`config.mk`:
```
export PLATFORM = sky130hd
export DESIGN_NAME = text_line_cut_finder_flat
export DESIGN_NICKNAME = d
export VERILOG_FILES = /design/src/design/tlcf_pkg.sv /design/src/design/tlcf_if.sv /design/src/design/text_line_cut_finder.sv /design/src/flat_wrapper.sv
export SDC_FILE = /design/constraint.sdc
export NUM_CORES = 1
export LEC_CHECK = 0
export ABC_AREA = 0
export BUFFER_PORTS_ARGS = -buffer_cell sky130_fd_sc_hd__buf_2
export CORE_ASPECT_RATIO = 1.2
export CORE_UTILIZATION = 45
export DETAILED_ROUTE_END_ITERATION = 6
export GPL_TIMING_DRIVEN = 0
export PLACE_DENSITY = 0.65
export SYNTH_ARGS = -nofsm -noshare
export SYNTH_HDL_FRONTEND = slang
export SYNTH_SLANG_ARGS = --single-unit
```
`constraint.sdc`:
```
create_clock -name clk -period 13.6 [get_ports clk]
set_input_delay 0 -clock clk [delete_from_list [all_inputs] [get_ports clk]]
set_output_delay 0 -clock clk [all_outputs]
set_load 0.01 [all_outputs]
```
`src/design/tlcf_pkg.sv`:
```
package tlcf_pkg;

  // Register field width and the saturation limits of the counters.
  localparam int CFG_W     = 13;
  localparam int BLACK_W   = 13;
  localparam int CUT_W     = 12;
  localparam int GRAY_W    = 8;
  localparam int APB_DW    = 32;
  localparam int APB_AW    = 4;

  localparam logic [BLACK_W-1:0] BLACK_SAT = '1;
  localparam logic [CUT_W-1:0]   CUT_SAT   = '1;

  // Default size limits handed to the top level parameters.
  localparam int DEFAULT_MAX_WIDTH  = 4096;
  localparam int DEFAULT_MAX_HEIGHT = 4096;

  // Register reset values.
  localparam logic [CFG_W-1:0] WIDTH_RST     = 13'd1024;
  localparam logic [CFG_W-1:0] HEIGHT_RST    = 13'd1024;
  localparam logic [CFG_W-1:0] MIN_BLACK_RST = 13'd82;
  localparam logic [CFG_W-1:0] GAP_MIN_RST   = 13'd7;

  // Register indexes (word address).
  typedef enum logic [1:0] {
    REG_IMAGE_WIDTH   = 2'd0,
    REG_IMAGE_HEIGHT  = 2'd1,
    REG_ROW_MIN_BLACK = 2'd2,
    REG_GAP_MIN_ROWS  = 2'd3
  } reg_index_t;

  // Kind of a result transaction.
  typedef enum logic {
    KIND_CUT    = 1'b0,
    KIND_STATUS = 1'b1
  } result_kind_t;

  // One result as held in the output queue.
  typedef struct packed {
    result_kind_t     kind;
    logic [CUT_W-1:0] cut_row;
    logic [CUT_W-1:0] cut_total;
    logic             enough;
    logic             last;
  } result_t;

endpackage

```
`src/design/tlcf_if.sv`:
```
// Pixel channel: one grey pixel per transaction.
interface tlcf_pix_if;
  logic                        valid;
  logic                        ready;
  logic [tlcf_pkg::GRAY_W-1:0] pixel_gray;
  logic                        first_pixel;

  modport source (output valid, output pixel_gray, output first_pixel, input ready);
  modport sink   (input valid, input pixel_gray, input first_pixel, output ready);
endinterface

// Result channel: one cut or end-of-image status per transaction.
interface tlcf_res_if;
  logic                       valid;
  logic                       ready;
  logic                       result_kind;
  logic [tlcf_pkg::CUT_W-1:0] cut_row;
  logic [tlcf_pkg::CUT_W-1:0] cut_total;
  logic                       enough_cuts;
  logic                       last_result;

  modport source (output valid, output result_kind, output cut_row, output cut_total,
                  output enough_cuts, output last_result, input ready);
  modport sink   (input valid, input result_kind, input cut_row, input cut_total,
                  input enough_cuts, input last_result, output ready);
endinterface

```
`src/design/text_line_cut_finder.sv`:
```
// Text line cut finder.
// Pixels enter in raster order on in_pix, one per transaction; first_pixel
// marks the start of an image and drops any partial image in progress. A pixel
// with grey value 0 is black. At each row end the row is classed as text or
// blank, and each long enough run of blank rows gives a cut transaction on
// out_res at the run's midpoint. The last row of an image also gives a status
// transaction with the cut count; last_result marks the final result of a pixel.
// Throughput is one pixel per cycle while the queue has room for two results. A
// pixel is held in the input register and its results are written to a
// four-entry result queue, whose head drives out_res.
// The queue takes the cut and the status of one pixel together; in_pix.ready
// drops while the input register is full and fewer than two queue entries are
// free, so a stalled receiver stops pixels after at most four pending results.
// The user must write registers over the APB-style cfg_ port only while idle;
// the block does not enforce it. Reset (rst_n low, synchronous) empties the
// queue, clears all image counters and restores the register defaults: width
// 1024, height 1024, 82 black pixels per text row, gap of 7 rows.
module text_line_cut_finder #(
  parameter int MAX_WIDTH  = tlcf_pkg::DEFAULT_MAX_WIDTH,
  parameter int MAX_HEIGHT = tlcf_pkg::DEFAULT_MAX_HEIGHT
) (
  input  logic                          clk,
  input  logic                          rst_n,
  tlcf_pix_if.sink                      in_pix,
  tlcf_res_if.source                    out_res,
  input  logic                          cfg_psel,
  input  logic                          cfg_penable,
  input  logic                          cfg_pwrite,
  input  logic [tlcf_pkg::APB_AW-1:0]   cfg_paddr,
  input  logic [tlcf_pkg::APB_DW-1:0]   cfg_pwdata,
  output logic [tlcf_pkg::APB_DW-1:0]   cfg_prdata,
  output logic                          cfg_pready
);

  localparam int CFG_W   = tlcf_pkg::CFG_W;
  localparam int BLACK_W = tlcf_pkg::BLACK_W;
  localparam int CUT_W   = tlcf_pkg::CUT_W;
  localparam int GRAY_W  = tlcf_pkg::GRAY_W;
  localparam int APB_DW  = tlcf_pkg::APB_DW;
  localparam int CIDX_W  = $clog2(MAX_WIDTH);
  localparam int COL_W   = CIDX_W + 1;
  localparam int RIDX_W  = $clog2(MAX_HEIGHT);
  localparam int ROW_W   = RIDX_W + 1;
  localparam int QDEPTH  = 4;
  localparam int QPTR_W  = $clog2(QDEPTH);
  localparam int QCNT_W  = QPTR_W + 1;

  // Configuration registers.
  logic [CFG_W-1:0] image_width_r, image_height_r, row_min_black_r, gap_min_rows_r;
  logic             cfg_wr;
  tlcf_pkg::reg_index_t cfg_idx;

  assign cfg_pready = 1'b1;
  assign cfg_wr     = cfg_psel && cfg_penable && cfg_pwrite;
  assign cfg_idx    = tlcf_pkg::reg_index_t'(cfg_paddr[3:2]);

  always_ff @(posedge clk) begin
    if (!rst_n) begin
      image_width_r   <= tlcf_pkg::WIDTH_RST;
      image_height_r  <= tlcf_pkg::HEIGHT_RST;
      row_min_black_r <= tlcf_pkg::MIN_BLACK_RST;
      gap_min_rows_r  <= tlcf_pkg::GAP_MIN_RST;
    end else if (cfg_wr) begin
      case (cfg_idx)
        tlcf_pkg::REG_IMAGE_WIDTH:   image_width_r   <= cfg_pwdata[CFG_W-1:0];
        tlcf_pkg::REG_IMAGE_HEIGHT:  image_height_r  <= cfg_pwdata[CFG_W-1:0];
        tlcf_pkg::REG_ROW_MIN_BLACK: row_min_black_r <= cfg_pwdata[CFG_W-1:0];
        tlcf_pkg::REG_GAP_MIN_ROWS:  gap_min_rows_r  <= cfg_pwdata[CFG_W-1:0];
        default: ;
      endcase
    end
  end

  // Register read-back.
  always_comb begin
    case (cfg_idx)
      tlcf_pkg::REG_IMAGE_WIDTH:   cfg_prdata = APB_DW'(image_width_r);
      tlcf_pkg::REG_IMAGE_HEIGHT:  cfg_prdata = APB_DW'(image_height_r);
      tlcf_pkg::REG_ROW_MIN_BLACK: cfg_prdata = APB_DW'(row_min_black_r);
      tlcf_pkg::REG_GAP_MIN_ROWS:  cfg_prdata = APB_DW'(gap_min_rows_r);
      default:                     cfg_prdata = '0;
    endcase
  end

  // Effective sizes: zero acts as one, oversize acts as the maximum.
  logic [COL_W-1:0] w_eff;
  logic [ROW_W-1:0] h_eff;
  logic [CFG_W-1:0] gap_eff;

  always_comb begin
    if (image_width_r == '0) begin
      w_eff = COL_W'(1);
    end else if (32'(image_width_r) > 32'(MAX_WIDTH)) begin
      w_eff = COL_W'(MAX_WIDTH);
    end else begin
      w_eff = COL_W'(image_width_r);
    end
    if (image_height_r == '0) begin
      h_eff = ROW_W'(1);
    end else if (32'(image_height_r) > 32'(MAX_HEIGHT)) begin
      h_eff = ROW_W'(MAX_HEIGHT);
    end else begin
      h_eff = ROW_W'(image_height_r);
    end
    gap_eff = (gap_min_rows_r == '0) ? CFG_W'(1) : gap_min_rows_r;
  end

  // Result queue control, needed by the input register handshake.
  logic [QCNT_W-1:0] q_count_r, q_count_nxt;
  logic              q_room2;
  assign q_room2 = (q_count_r <= QCNT_W'(QDEPTH - 2));

  // Input register.
  logic              s1_valid_r;
  logic [GRAY_W-1:0] s1_gray_r;
  logic              s1_first_r;
  logic              s1_fire;
  logic              in_take;

  assign s1_fire      = s1_valid_r && q_room2;
  assign in_pix.ready = !s1_valid_r || q_room2;
  assign in_take      = in_pix.valid && in_pix.ready;

  always_ff @(posedge clk) begin
    if (!rst_n) begin
      s1_valid_r <= 1'b0;
    end else if (in_pix.ready) begin
      s1_valid_r <= in_pix.valid;
    end
  end

  always_ff @(posedge clk) begin
    if (in_take) begin
      s1_gray_r  <= in_pix.pixel_gray;
      s1_first_r <= in_pix.first_pixel;
    end
  end

  // Image state.
  logic [CIDX_W-1:0]  col_r;
  logic [RIDX_W-1:0]  row_r;
  logic [BLACK_W-1:0] black_r;
  logic               blank_r;
  logic [RIDX_W-1:0]  start_r;
  logic [CUT_W-1:0]   cuts_r;

  logic [CIDX_W-1:0]  col_nxt, col_base;
  logic [RIDX_W-1:0]  row_nxt, row_base;
  logic [BLACK_W-1:0] black_nxt, black_base, black_inc;
  logic               blank_nxt, blank_base, blank_a;
  logic [RIDX_W-1:0]  start_nxt, start_base, start_a;
  logic [CUT_W-1:0]   cuts_nxt, cuts_base, cuts_a, cuts_b;

  logic [COL_W-1:0]   col_inc;
  logic [ROW_W-1:0]   row_next, len1, len2, mid1, mid2;
  logic               row_end, text_row, img_end, cut1, cut2, cut_any;
  logic [1:0]         n_res;
  tlcf_pkg::result_t  res0, res1, cut_res, stat_res;

  // Per-pixel update: counting, row classification and run closing.
  always_comb begin
    // A first pixel clears the image state before it is counted.
    col_base   = s1_first_r ? '0 : col_r;
    row_base   = s1_first_r ? '0 : row_r;
    black_base = s1_first_r ? '0 : black_r;
    blank_base = s1_first_r ? 1'b0 : blank_r;
    start_base = s1_first_r ? '0 : start_r;
    cuts_base  = s1_first_r ? '0 : cuts_r;

    black_inc = black_base;
    if (s1_gray_r == '0 && black_base != tlcf_pkg::BLACK_SAT) begin
      black_inc = black_base + BLACK_W'(1);
    end
    col_inc  = {1'b0, col_base} + COL_W'(1);
    row_end  = (col_inc >= w_eff);
    text_row = (black_inc >= row_min_black_r);

    // A text row closes an open blank run.
    len1 = {1'b0, row_base} - {1'b0, start_base};
    mid1 = {1'b0, start_base} + (len1 >> 1);
    cut1 = text_row && blank_base && (32'(len1) >= 32'(gap_eff));
    blank_a = !text_row;
    start_a = (!text_row && !blank_base) ? row_base : start_base;
    cuts_a  = cuts_base;
    if (cut1 && cuts_base != tlcf_pkg::CUT_SAT) begin
      cuts_a = cuts_base + CUT_W'(1);
    end

    // The image end closes a run still open.
    row_next = {1'b0, row_base} + ROW_W'(1);
    img_end  = row_end && (row_next >= h_eff);
    len2 = h_eff - {1'b0, start_a};
    mid2 = {1'b0, start_a} + (len2 >> 1);
    cut2 = img_end && blank_a && (32'(len2) >= 32'(gap_eff));
    cuts_b = cuts_a;
    if (cut2 && cuts_a != tlcf_pkg::CUT_SAT) begin
      cuts_b = cuts_a + CUT_W'(1);
    end
    cut_any = row_end && (cut1 || cut2);

    // Result words.
    cut_res.kind      = tlcf_pkg::KIND_CUT;
    cut_res.cut_row   = cut1 ? CUT_W'(mid1) : CUT_W'(mid2);
    cut_res.cut_total = cuts_b;
    cut_res.enough    = 1'b0;
    cut_res.last      = !img_end;
    stat_res.kind      = tlcf_pkg::KIND_STATUS;
    stat_res.cut_row   = '0;
    stat_res.cut_total = cuts_b;
    stat_res.enough    = (cuts_b >= CUT_W'(2));
    stat_res.last      = 1'b1;
    res0  = cut_any ? cut_res : stat_res;
    res1  = stat_res;
    n_res = 2'(cut_any) + 2'(img_end);

    // Next state.
    col_nxt   = CIDX_W'(col_inc);
    row_nxt   = row_base;
    black_nxt = black_inc;
    blank_nxt = blank_base;
    start_nxt = start_base;
    cuts_nxt  = cuts_base;
    if (img_end) begin
      col_nxt   = '0;
      row_nxt   = '0;
      black_nxt = '0;
      blank_nxt = 1'b0;
      start_nxt = '0;
      cuts_nxt  = '0;
    end else if (row_end) begin
      col_nxt   = '0;
      row_nxt   = RIDX_W'(row_next);
      black_nxt = '0;
      blank_nxt = blank_a;
      start_nxt = start_a;
      cuts_nxt  = cuts_a;
    end
  end

  always_ff @(posedge clk) begin
    if (!rst_n) begin
      col_r   <= '0;
      row_r   <= '0;
      black_r <= '0;
      blank_r <= 1'b0;
      start_r <= '0;
      cuts_r  <= '0;
    end else if (s1_fire) begin
      col_r   <= col_nxt;
      row_r   <= row_nxt;
      black_r <= black_nxt;
      blank_r <= blank_nxt;
      start_r <= start_nxt;
      cuts_r  <= cuts_nxt;
    end
  end

  // Result queue: up to two writes and one read per cycle.
  tlcf_pkg::result_t q_mem [QDEPTH];
  logic [QPTR_W-1:0] q_wr_r, q_rd_r;
  logic [QPTR_W-1:0] q_wr1;
  logic [1:0]        q_push;
  logic              q_pop;
  tlcf_pkg::result_t q_head;

  assign q_push = s1_fire ? n_res : 2'd0;
  assign q_pop  = out_res.valid && out_res.ready;
  assign q_wr1  = q_wr_r + QPTR_W'(1);
  assign q_count_nxt = q_count_r + QCNT_W'(q_push) - QCNT_W'(q_pop);

  always_ff @(posedge clk) begin
    if (q_push != 2'd0) begin
      q_mem[q_wr_r] <= res0;
    end
    if (q_push == 2'd2) begin
      q_mem[q_wr1] <= res1;
    end
  end

  always_ff @(posedge clk) begin
    if (!rst_n) begin
      q_wr_r    <= '0;
      q_rd_r    <= '0;
      q_count_r <= '0;
    end else begin
      q_wr_r    <= q_wr_r + QPTR_W'(q_push);
      q_rd_r    <= q_rd_r + QPTR_W'(q_pop);
      q_count_r <= q_count_nxt;
    end
  end

  // Output channel.
  assign q_head              = q_mem[q_rd_r];
  assign out_res.valid       = (q_count_r != '0);
  assign out_res.result_kind = q_head.kind;
  assign out_res.cut_row     = q_head.cut_row;
  assign out_res.cut_total   = q_head.cut_total;
  assign out_res.enough_cuts = q_head.enough;
  assign out_res.last_result = q_head.last;

  // The queue never holds more entries than it has.
  a_queue_bound: assert property (@(posedge clk) disable iff (!rst_n)
    q_count_r <= QCNT_W'(QDEPTH))
    else $error("result queue overflow");

  // A status result always ends the results of its pixel.
  a_status_last: assert property (@(posedge clk) disable iff (!rst_n)
    out_res.valid && out_res.result_kind == tlcf_pkg::KIND_STATUS |-> out_res.last_result)
    else $error("status result without last_result");

  // A cut result counts itself and carries no status flag.
  a_cut_fields: assert property (@(posedge clk) disable iff (!rst_n)
    out_res.valid && out_res.result_kind == tlcf_pkg::KIND_CUT
      |-> !out_res.enough_cuts && out_res.cut_total != '0)
    else $error("malformed cut result");

  // The image end leaves a cleared image state.
  a_end_clears: assert property (@(posedge clk) disable iff (!rst_n)
    s1_fire && img_end |=> row_r == '0 && cuts_r == '0 && !blank_r && col_r == '0)
    else $error("image state not cleared at image end");

endmodule
```
`src/flat_wrapper.sv`:
```
// flat-port wrapper written by rule: the top's interface ports become plain ports
module text_line_cut_finder_flat 
#(
  parameter int MAX_WIDTH  = tlcf_pkg::DEFAULT_MAX_WIDTH,
  parameter int MAX_HEIGHT = tlcf_pkg::DEFAULT_MAX_HEIGHT
)
  (clk, rst_n, cfg_psel, cfg_penable, cfg_pwrite, cfg_paddr, cfg_pwdata, cfg_prdata, cfg_pready, in_pix_valid, in_pix_pixel_gray, in_pix_first_pixel, in_pix_ready, out_res_valid, out_res_result_kind, out_res_cut_row, out_res_cut_total, out_res_enough_cuts, out_res_last_result, out_res_ready);
  tlcf_pix_if in_pix_i ();
  tlcf_res_if out_res_i ();
  input  logic clk;
  input  logic rst_n;
  input  logic cfg_psel;
  input  logic cfg_penable;
  input  logic cfg_pwrite;
  input  logic [tlcf_pkg::APB_AW-1:0] cfg_paddr;
  input  logic [tlcf_pkg::APB_DW-1:0] cfg_pwdata;
  output logic [tlcf_pkg::APB_DW-1:0] cfg_prdata;
  output logic cfg_pready;
  input wire logic [$bits(in_pix_i.valid)-1:0] in_pix_valid;
  input wire logic [$bits(in_pix_i.pixel_gray)-1:0] in_pix_pixel_gray;
  input wire logic [$bits(in_pix_i.first_pixel)-1:0] in_pix_first_pixel;
  output wire logic [$bits(in_pix_i.ready)-1:0] in_pix_ready;
  output wire logic [$bits(out_res_i.valid)-1:0] out_res_valid;
  output wire logic [$bits(out_res_i.result_kind)-1:0] out_res_result_kind;
  output wire logic [$bits(out_res_i.cut_row)-1:0] out_res_cut_row;
  output wire logic [$bits(out_res_i.cut_total)-1:0] out_res_cut_total;
  output wire logic [$bits(out_res_i.enough_cuts)-1:0] out_res_enough_cuts;
  output wire logic [$bits(out_res_i.last_result)-1:0] out_res_last_result;
  input wire logic [$bits(out_res_i.ready)-1:0] out_res_ready;
  assign in_pix_i.valid = in_pix_valid;
  assign in_pix_i.pixel_gray = in_pix_pixel_gray;
  assign in_pix_i.first_pixel = in_pix_first_pixel;
  assign in_pix_ready = in_pix_i.ready;
  assign out_res_valid = out_res_i.valid;
  assign out_res_result_kind = out_res_i.result_kind;
  assign out_res_cut_row = out_res_i.cut_row;
  assign out_res_cut_total = out_res_i.cut_total;
  assign out_res_enough_cuts = out_res_i.enough_cuts;
  assign out_res_last_result = out_res_i.last_result;
  assign out_res_i.ready = out_res_ready;
  text_line_cut_finder #(.MAX_WIDTH(MAX_WIDTH), .MAX_HEIGHT(MAX_HEIGHT)) u_core (.clk(clk), .rst_n(rst_n), .in_pix(in_pix_i), .out_res(out_res_i), .cfg_psel(cfg_psel), .cfg_penable(cfg_penable), .cfg_pwrite(cfg_pwrite), .cfg_paddr(cfg_paddr), .cfg_pwdata(cfg_pwdata), .cfg_prdata(cfg_prdata), .cfg_pready(cfg_pready));
endmodule
```
# Word-level counts from Yosys, hierarchy flattened
# Memories as Yosys holds them, arrays and structs flattened. A register that Yosys moved wholly into a read port is not among the register bits.
# Cells that the tools add are included.
[totals]
ramBits = 108
wordCells = 116
register_bits = 131
memories = 1
[classes]
reduce_logical = 32
magnitude_cmp = 9
eq_ne = 7
add_sub_neg = 15
muxes = 36
[memory_table]
columns = ["memory", "words", "width", "read_ports", "rd_ports_with_merged_regs", "wr", "line", "text"]
rows = [
  ["u_core.q_mem", 4, 27, 1, 1, 2, "text_line_cut_finder.sv:259", "tlcf_pkg::result_t q_mem [QDEPTH];"],
]
[op_table]
columns = ["op", "n"]
rows = [
  ["12-bit two-way mux", 16],
  ["32-bit case mux with 4 select lines", 1],
  ["13-bit two-way mux", 9],
  ["13-bit >= comparator", 5],
  ["13-bit zero test", 3],
  ["27-bit two-way mux", 1],
  ["12-bit by 1-bit adder with 13-bit output (second input constant)", 2],
  ["13-bit > comparator (second input constant)", 2],
  ["12-bit by 1-bit adder with 12-bit output (second input constant)", 2],
  ["12-bit adder", 2],
  ["12-bit inequality test (second input constant)", 2],
  ["1-bit logical AND", 15],
  ["13-bit by 1-bit adder with 13-bit output (second input constant)", 1],
  ["13-bit inequality test (second input constant)", 1],
  ["12-bit by 12-bit subtractor with 13-bit output", 1],
  ["13-bit by 12-bit subtractor with 13-bit output", 1],
  ["12-bit by 2-bit >= comparator with 1-bit output (second input constant)", 1],
  ["8-bit zero test", 1],
  ["2-bit AND reduction", 4],
  ["1-bit two-way mux", 7],
  ["2-bit equality test (second input constant)", 3],
  ["1-bit zero test", 4],
  ["2-bit two-way mux", 2],
  ["3-bit by 2-bit adder with 3-bit output", 1],
  ["11 further kinds", 12],
]

# Longest topological paths before layout
# Gate-level depths: netlist of run 1.
[logic_depth]
depth_word = 18
ltp_mapped = 54
ltp_nobuf = 47

# Worst setup path before layout of run 1
# Ideal clock, no wire load.
[synth_path]
path_kind = "flip-flop to flip-flop"
start = "reg u_core.s1_first_r"
end = "mem u_core.q_mem[1][1] (netlist name), data pin"
path_stages_with_launch = 53
slack_ps = 3039
t_arrival_ps = 10297
setup_time_ps = 264
synth_period_minus_slack_ps = 10561
path_cell_list = "edfxtp_1 -> buf_6 -> clkbuf_1 -> buf_1 -> clkbuf_1 -> nor2b_1 -> ha_1 -> nand3_1 -> or3_1 -> nor2_1 -> nor2_1 -> nand4_1 -> or3_1 -> a21oi_1 -> ha_1 -> and4_1 -> a21oi_1 -> a21oi_1 -> [... 17 more ...] -> ha_1 -> nor2_1 -> nand3_1 -> o311a_1 -> nand3_1 -> clkbuf_1 -> nand2_1 -> nand2_1 -> clkinv_1 -> ha_1 -> clkbuf_1 -> mux2_2 -> nand2_1 -> inv_1 -> nand2_1 -> inv_1 -> nand2_1 -> nor2_1"
[synth_lines]
columns = ["element", "line", "text"]
rows = [
  ["start, declared", "text_line_cut_finder.sv:116", "logic s1_first_r;"],
  ["start signal, assigned", "text_line_cut_finder.sv:135", "s1_first_r <= in_pix.first_pixel;"],
  ["end, declared", "text_line_cut_finder.sv:259", ""],
]

==> impl_metrics.ini, run 1 <==
[clock_network]
clk_pin_slew_ns = 0.06
clock-sinks = 239
cts_setup_buffers = 0
cts_max_level = 1
tritoncts = built
cts-root-buf = clkbuf_16
clk_path_buf_depth = 3
cts_made_buffers = 28
clkLatencyLatePin_ns = 0.56

[route]
drc = 1
vias_per_cell = 5.69
wl_per_cell_microns = 19.0
firstDrtPassIters = 7
via_count = 13700
drt_iter0_drc = 1032
wirelength_microns = 45900
drtAntennaViolNets = 0

[grt]
grt_usage_pct = 26.4
grt_max_degree = 20
antenna_found_initial = 0
grt_pass1_wl_microns = 72700
first_global_vias = 13500
overflow = 0

[critical_path]
r2r_start = u_core.s1_first_r
critPathSlowestCell = edfxtp_1
r2r_end = u_core.q_mem[1][1]
worst_path_largest_cell_delay_ns = 0.49
cp.arrival_ns = 12.91
worstSetupStartpoint = u_core.s1_first_r
crit_end = u_core.q_mem[1][1]
critPathKind = reg2reg
reg2reg_slack_ns = 0.99
cpMostUsedCell = nand2_1
crit_path_max_fanout = 19
ff2ff_path_depth = 49
cp-start-kind = flip-flop
endpoint_kind = flip-flop
required_ns = 13.90

[cells_and_area]
nets = 2113
layout-drive-gt1-share_pct = 11.0
stdcell_count = 2411
area_growth_pct = 14.1
stdcell_area_sq_um = 17800
fill_cells = 3243
antennaDiodeCount = 0

[yosys]
synth_top_flop_cell = dfxtp_1
yosysSeqAreaShare_pct = 34.5
synth_most_common_cell = nand2_1
yosys.area.top_type = dfxtp_1
ys_warn_count = 0
syn_area_per_cell_sq_um = 8.74
synth.cell_area_sq_um = 15600
ys_top_cells_by_area = dfxtp_1 (23%), edfxtp_1 (12%), ha_1 (9.8%), nand2_1 (6.2%), mux4_2 (5.8%)
yosys-top-cells-count = nand2_1 (257), dfxtp_1 (178), nor2_1 (152), ha_1 (123), inv_1 (103)
synth-async-reset-ratio_pct = 0
yosys.area.top_type_share_pct = 22.8
synth_edf_count = 61
ys_types = 81
netlist_instances = 1788
ys_seq_elements = 239

[placed_design]
place_inst = 2332
gp_congestion = 0.973
place_area_sq_um = 16600
post-dp-hpwl_microns = 35400
portBuffers = 70

[timing]
rsz0062_at_grt = false
tightest_slew_ns = 1.00
fmax_ghz = 0.0793
finalHoldViolCount = 0
slew-limit-headroom_pct = 32.8
period_needed_ns = 12.61
final.setup_skew_ns = 0.0219
setup_viol = 0
slew_viol_final = 0
fin_crit_sh_pct = 92.7

[run_status]
failed_checks = DRC
outcome = complete, but fails checks

[floorplanning]
die_h_microns = 206
coreArea_sq_um = 34200
die_w_microns = 172
dieArea_sq_um = 35500
num_rows = 74
start_util_pct = 45.7
io_pins = 114

[power_and_ir_drop]
leakage_nw = 6.93
p_per_area_nw_per_um2 = 100
ir_worst_vdd_mv = 0.0855

[flow_run]
maxCapViolCount = 0

[hold_path]
min_path_type = in2reg
## layer usage
metal	vias to the layer above	GRT usage, %	wire length, microns
met5	-	0	0
met4	0	12.6	2220
met3	119	2.99	2610
met2	513	46.5	22300
met1	6498	31.7	18700
li1	6596	-	-
## kinds of logic (layout without fill, tap and decap cells)
| logic type | Yosys count | count (layout) | share of synthesized area [%] |
|---|---|---|---|
| xor gates and xnor gates | 84 | 84 | 4.80 |
| other | 2 | 20 | 0.0481 |
| adders and majority gates | 128 | 128 | 10.5 |
| AOI/OAI and AO/OA | 396 | 396 | 17.0 |
| DFF | 239 | 239 | 34.5 |
| muxes | 60 | 60 | 7.13 |
| buffers and inverters | 205 | 354 | 5.48 |
| and+or+nand+nor | 674 | 674 | 20.6 |
## critical path, delay by kind of cell (launching register included)
family	cells	cell delay [ns]
xor gates and xnor gates	1	0.24
DFF	1	0.49
adders and majority gates	5	1.61
and+or+nand+nor	21	3.98
muxes	1	0.38
buffers and inverters	9	2.59
AOI/OAI and AO/OA	12	2.98
## cells in the final DEF, fill, tap and decap left out, types with 24 or more instances in the layout
master,Yosys,routed
a21boi_0,50,50
a21o_1,26,26
a21oi_1,80,80
a22o_1,27,27
a22oi_1,24,24
buf_2,4,75
clkbuf_1,70,69
clkbuf_16,0,28
dfxtp_1,178,178
dlygate4sd3_1,0,30
edfxtp_1,61,61
ha_1,123,123
inv_1,103,103
mux4_2,40,40
nand2_1,257,257
nand3_1,45,44
nor2_1,152,152
nor2b_1,83,83
nor3_1,29,29
o21ai_0,100,100
xnor2_1,47,47
xor2_1,36,36
## worst min path at each step
stage                               from                   endpoint  slack, ns  cells after the start
finish                        cfg_pwrite  u_core.gap_min_rows_r[12]       0.03                      5
floorplan             in_pix_first_pixel          u_core.s1_first_r        0.1                      0
global route                  cfg_pwrite  u_core.gap_min_rows_r[12]       0.09                      5
CTS                           cfg_pwrite  u_core.gap_min_rows_r[12]      0.002                      5
global placement    in_pix_pixel_gray[6]        u_core.s1_gray_r[6]       0.18                      1
detailed placement  in_pix_pixel_gray[6]        u_core.s1_gray_r[6]       0.18                      1
## flip-flops by register name (all words and copies together), names as in the netlist
name and flops:
u_core.s1_valid_r 1, u_core.blank_r 1, u_core.q_count_r 3, u_core.q_rd_r 2, u_core.black_r 13, u_core.q_mem 108, u_core.col_r 12, u_core.row_min_black_r 13
u_core.cuts_r 12, u_core.s1_gray_r 8, u_core.image_height_r 13, u_core.image_width_r 13, u_core.q_wr_r 2, u_core.s1_first_r 1, u_core.gap_min_rows_r 13, u_core.row_r 12
u_core.start_r 12
## area by class of cell
class	count	area, sq um	share of cell area [%]
Clock inverter	20	200	1.12
Timing Repair Buffer	100	651	3.65
Inverter	104	390	2.19
Clock buffer	32	716	4.01
Sequential cell	239	5400	30.2
Buffer	98	459	2.57
Tap cell	456	571	3.20
Multi-Input combinational cell	1362	9450	53.0
## power breakdown
group          switching, mW  internal (mW)  leakage, nW
logic                  0.166          0.113         4.58
clock network          0.319          0.436        0.440
registers             0.0100          0.739         1.92
## repair_timing
item                                    4_1_cts  5_1_grt
hold buffers                                 30        0
endpoints found under the setup margin      154      161
gates resized for setup                       1        5
hold endpoints to repair                     77        0
## per-stage QoR
stage,hold slack [ns],setup slack [ns],power (mW),TNS (ns),utilization [%]
2_1_floorplan,0.0989,3.04,0.949,0,-
3_3_place_gp,0.180,-0.385,1.03,-30.53,48.6
3_5_place_dp,0.180,-0.582,1.04,-59.28,48.7
4_1_cts,0.00175,0.214,1.79,0,52.2
5_1_grt,0.0924,0.0639,1.85,0,52.2
6_report,0.0291,0.990,1.78,0,52.2
(Power assumes the default switching activity.)
==> run 2: changes to the inputs <==
==> constraint.sdc (replaced) <==
create_clock -name clk -period 14.7 [get_ports clk]
set_input_delay 0 -clock clk [delete_from_list [all_inputs] [get_ports clk]]
set_output_delay 0 -clock clk [all_outputs]
set_load 0.01 [all_outputs]
==> run 2 against run 1 <==
The flow still finishes with violations (DRC). Core utilization is essentially flat. Register-to-register slack lost 0.08 ns. Worst hold slack got worse by 0.0077 ns. Sequential share of layout area barely moved. Fmax shrank 8.6%. Die area unchanged. Sequential power decreased by 7.5%. Flip-flop and latch count stayed put. Wire length rose by 0.15%. First-iteration DRC count fell by 7.9%. Critical path type unchanged. Largest cell class unchanged. Highest routed layer unchanged.
==> impl_metrics.ini, run 2 (synthesis results as in run 1) <==
[route]
firstDrtPassIters = 7
drc = 1
drt_iter0_drc = 950
vias_per_cell = 5.67
drtAntennaViolNets = 0
wirelength_microns = 46000
wl_per_cell_microns = 19.0
via_count = 13700

[clock_network]
clock-sinks = 239
post_cts_resized = 0
cts-root-buf = clkbuf_16
cts_made_buffers = 28
clkLatencyLatePin_ns = 0.56
clk_pin_slew_ns = 0.06
cts_setup_buffers = 0
cts_max_level = 1
clk_path_buf_depth = 3
tritoncts = built

[grt]
first_global_vias = 13500
grt_pass1_wl_microns = 72900
grt_usage_pct = 26.5
antenna_found_initial = 0
overflow = 0
grt_max_degree = 17

[critical_path]
worst_path_largest_cell_delay_ns = 0.59
cp-start-kind = flip-flop
endpoint_kind = flip-flop
critPathKind = reg2reg
reg2reg_slack_ns = 0.91
cp.arrival_ns = 14.08
crit_path_max_fanout = 19
required_ns = 14.99
critPathSlowestCell = buf_1

[placed_design]
place_area_sq_um = 16600
portBuffers = 70
post-dp-hpwl_microns = 35400
dp_slack_ns = 0.518
gp_congestion = 0.973

[timing]
tightest_slew_ns = 0.971
fmax_ghz = 0.0725
worst_slack_ns = 0.907
period_needed_ns = 13.79
setup_viol = 0
slew-limit-headroom_pct = 34.9
slew_viol_final = 0
fin_crit_sh_pct = 93.8
setup_tns_ns = 0
finalHoldViolCount = 0
final.setup_skew_ns = 0.0206
rsz0062_at_grt = false

[run_status]
failed_checks = DRC
outcome = complete, but fails checks

[cells_and_area]
multi_input_area_sq_um = 9450
fill_cells = 3245
largest_register_ffs = 108
regMostFlops = u_core.q_mem
nets = 2115
layout-drive-gt1-share_pct = 10.8
final_cell_mix = nand2_1 (257), dfxtp_1 (178), nor2_1 (152)
final_common_cell = nand2_1
area_growth_pct = 14.1
stdcell_area_sq_um = 17800
seqCellArea_sq_um = 5400
antennaDiodeCount = 0

[floorplanning]
die_h_microns = 206
coreArea_sq_um = 34200
num_rows = 74
start_util_pct = 45.7
io_pins = 114
dieArea_sq_um = 35500
die_w_microns = 172

[power_and_ir_drop]
p_per_area_nw_per_um2 = 92.4
ir_worst_vdd_mv = 0.0796
leakage_nw = 6.92

[flow_run]
maxCapViolCount = 0

[hold_path]
min_path_type = in2reg
run 2: cell count changes in the layout (fill, tap and decap cells not counted):
| cell | previous run | this run |
|---|---|---|
| clkbuf_1 | 69 | 73 |
| clkbuf_2 | 2 | 0 |
| buf_1 | 5 | 6 |
| buf_2 | 75 | 74 |
| nand3_1 | 44 | 45 |
| nand3_2 | 2 | 1 |
run 2: path summary, 6_finish.rpt:
| path | from | to | depth (start not counted) |
|---|---|---|---|
| min | cfg_pwrite | u_core.gap_min_rows_r[12] | 5 |
| min reg2reg | u_core.q_mem[0][25] | u_core.q_mem[0][25] | 2 |
| max reg2reg | u_core.s1_first_r | u_core.q_mem[3][1] | 50 |
| max | u_core.s1_first_r | u_core.q_mem[3][1] | 50 |
run 2: what timing repair did:
action,4_1_cts,5_1_grt
endpoints found under the setup margin,0,143
hold buffers,30,0
hold endpoints to repair,77,0
run 2: area by class of cell:
class	instances	area share [%]
plain buffers	100	2.60
clock buffers	32	4.01
clock inverters	20	1.12
inverters	104	2.19
multi-input cells	1362	53.0
flip-flops and latches	239	30.3
well taps	456	3.20
repair buffers	100	3.65
run 2: layer usage:
| metal | vias to the layer above | wire length (microns) | GRT usage, % |
|---|---|---|---|
| met1 | 6486 | 18800 | 31.9 |
| met4 | 0 | 2300 | 12.9 |
| met2 | 484 | 22300 | 46.7 |
| li1 | 6598 | - | - |
| met3 | 120 | 2500 | 2.91 |
| met5 | - | 0 | 0 |
run 2: worst max-delay path: cells and delay by family (launching register included):
kind | cells | cell delay (ns)
muxes | 1 | 0.38
adders and majority gates | 5 | 1.63
AOI/OAI and AO/OA | 12 | 2.98
and+or+nand+nor | 20 | 3.81
xor gates and xnor gates | 1 | 0.24
buffers and inverters | 11 | 3.92
DFF | 1 | 0.50
run 2: stage by stage:
| stage | total power, mW | instances | utilization [%] | hold slack, ns |
|---|---|---|---|---|
| after floorplan | 0.875 | 1806 | - | 0.0989 |
| after global placement | 0.949 | 2332 | 48.6 | 0.180 |
| after detailed placement | 0.955 | 2332 | 48.7 | 0.180 |
| after CTS | 1.65 | 2414 | 52.2 | 0.00175 |
| after global routing | 1.71 | 2413 | 52.2 | 0.0924 |
| final | 1.65 | 2413 | 52.2 | 0.0214 |
run 2: report_power, final:
| group | internal, mW | leakage, nW | switching [mW] | total (mW) |
|---|---|---|---|---|
| clock network | 0.404 | 0.440 | 0.296 | 0.700 |
| registers | 0.684 | 1.91 | 0.00935 | 0.693 |
| logic | 0.103 | 4.57 | 0.152 | 0.255 |
==> run 3: changes to the inputs <==
--- a/config.mk
+++ b/config.mk
@@ -12,6 +12,8 @@
 export DETAILED_ROUTE_END_ITERATION = 6
 export GPL_TIMING_DRIVEN = 0
 export PLACE_DENSITY = 0.65
+export REMOVE_ABC_BUFFERS = 1
+export SKIP_LAST_GASP = 1
 export SYNTH_ARGS = -nofsm -noshare
 export SYNTH_HDL_FRONTEND = slang
 export SYNTH_SLANG_ARGS = --single-unit
==> run 3 against run 2 <==
The run now ends clean. Clock skew fell by 0.0069 ns. Register-to-register slack better by 0.32 ns. Clock-buffer cell count is 1 higher. Core utilization is 0.65 points lower. Design area shrank 1.2%. Non-clock buffer count is 93 lower. Combinational power shrank 13%. Via count fell by 4.5%. Flip-flop and latch count unchanged. Power rose by 1.2%. Die area did not move. Largest cell class unchanged. Largest power group unchanged.
==> impl_metrics.ini, run 3 (synthesis results as in run 1) <==
[floorplanning]
num_rows = 74
die_w_microns = 172
start_util_pct = 45.7
die_h_microns = 206
io_pins = 114
dieArea_sq_um = 35500
coreArea_sq_um = 34200

[timing]
finalHoldViolCount = 0
final.setup_skew_ns = 0.0137
fmax_ghz = 0.0742
rsz0062_at_grt = true
fin_crit_sh_pct = 91.7
setup_viol = 0
tightest_slew_ns = 1.31
slew-limit-headroom_pct = 12.4
period_needed_ns = 13.48
slew_viol_final = 0
worst_slack_ns = 1.22

[critical_path]
cpMostUsedCell = nand2_1
r2r_start = u_core.s1_first_r
worstSetupStartpoint = u_core.s1_first_r
critPathKind = reg2reg
required_ns = 15.13
critPathSlowestCell = edfxtp_1
crit_path_max_fanout = 26
cp-start-kind = flip-flop
cp.arrival_ns = 13.91
worst_path_largest_cell_delay_ns = 0.95
endpoint_kind = flip-flop

[clock_network]
cts_made_buffers = 27
clkLatencyLatePin_ns = 0.55
tritoncts = built
clk_pin_slew_ns = 0.06
clock-sinks = 239
cts-root-buf = clkbuf_16
cts_setup_buffers = 0
cts_max_level = 1
clk_path_buf_depth = 3

[grt]
overflow = 0
first_global_vias = 12600
grt_max_degree = 102
grt_pass1_wl_microns = 65000
grt_usage_pct = 23.2
antenna_found_initial = 0

[power_and_ir_drop]
p_per_area_nw_per_um2 = 94.7
ir_worst_vdd_mv = 0.121
leakage_nw = 6.81

[placed_design]
dp_slack_ns = 0.851
gp_congestion = 0.878
place_area_sq_um = 16400
portBuffers = 72
post-dp-hpwl_microns = 29500

[route]
drt_iter0_drc = 834
via_count = 13100
vias_per_cell = 5.64
drtAntennaViolNets = 0
wirelength_microns = 40600
firstDrtPassIters = 6
wl_per_cell_microns = 17.5
drc = 0

[cells_and_area]
final_common_cell = nand2_1
layout-drive-gt1-share_pct = 10.8
post-route-util_pct = 51.6
final_cell_mix = nand2_1 (255), dfxtp_1 (176), nor2_1 (151)
stdcell_area_sq_um = 17600
antennaDiodeCount = 0
largest_register_ffs = 108
regMostFlops = u_core.q_mem
area_growth_pct = 12.7
nets = 2021

[hold_path]
hold_start = cfg_pwrite
min_path_type = in2reg

[flow_run]
maxCapViolCount = 0

[run_status]
outcome = finished, final reports clean
[run 3: cell count changes in the layout (fill, tap and decap cells not counted), sizes merged]
cell / change
clkinv: -8
clkinvlp: -2
bufinv: +3
dlygate4sd3: -3
inv: +1
buf: -21
clkbuf: -68
[run 3: cell type report]
class | instances | area (sq um)
Clock inverter | 14 | 228
Inverter | 104 | 390
Fill cell | 3162 | 16600
Clock buffer | 33 | 718
Tap cell | 456 | 571
Timing Repair Buffer | 107 | 830
Sequential cell | 239 | 5400
Multi-Input combinational cell | 1362 | 9480
[run 3: where the power goes]
group | switching (mW) | leakage (nW) | internal, mW | total [mW]
clock network | 0.282 | 0.459 | 0.451 | 0.733
logic | 0.117 | 4.44 | 0.105 | 0.223
registers | 0.0274 | 1.91 | 0.684 | 0.712
[run 3: path summary, 6_finish.rpt]
| path | slack, ns | cells past startpoint | end |
|---|---|---|---|
| max | 1.22 | 43 | u_core.q_mem[3][26] |
| min | 0.03 | 5 | u_core.image_width_r[9] |
| max reg2reg | 1.22 | 43 | u_core.q_mem[3][26] |
| min reg2reg | 0.45 | 2 | u_core.q_mem[1][25] |
[run 3: timing repair]
item                                   CTS  global route
gates resized for setup                  0             1
setup endpoints to repair                0             3
endpoints found under the hold margin   74             0
hold buffers                            27             0
[run 3: per-layer routing]
metal / part of all wire (%) / vias up / global-route usage [%]
met1: 43 / 6245 / 28.8
met5: 0 / - / 0
met4: 3.3 / 0 / 8.34
met3: 4.6 / 71 / 2.45
li1: - / 6370 / -
met2: 49 / 382 / 41.2
[run 3: critical path: cells and delay by family, from the launching register on]
| kind | cells | cell delay, ns |
|---|---|---|
| xor+xnor | 1 | 0.24 |
| buf+inv | 7 | 2.00 |
| simple gates | 17 | 4.89 |
| flops | 1 | 0.95 |
| compound gates | 13 | 3.32 |
| fa+ha+maj | 4 | 1.56 |
| mux | 1 | 0.37 |
[run 3: stage by stage]
step           std cells  power, mW  setup TNS (ns)  hold WS [ns]
6_report            2315       1.67               0        0.0256
5_1_grt             2315       1.73         -0.0121        0.0700
4_1_cts             2315       1.68               0        0.0116
3_5_place_dp        2241      0.946               0         0.178
3_3_place_gp        2233      0.927          -37.97         0.176
2_1_floorplan       1705      0.860               0        0.0619
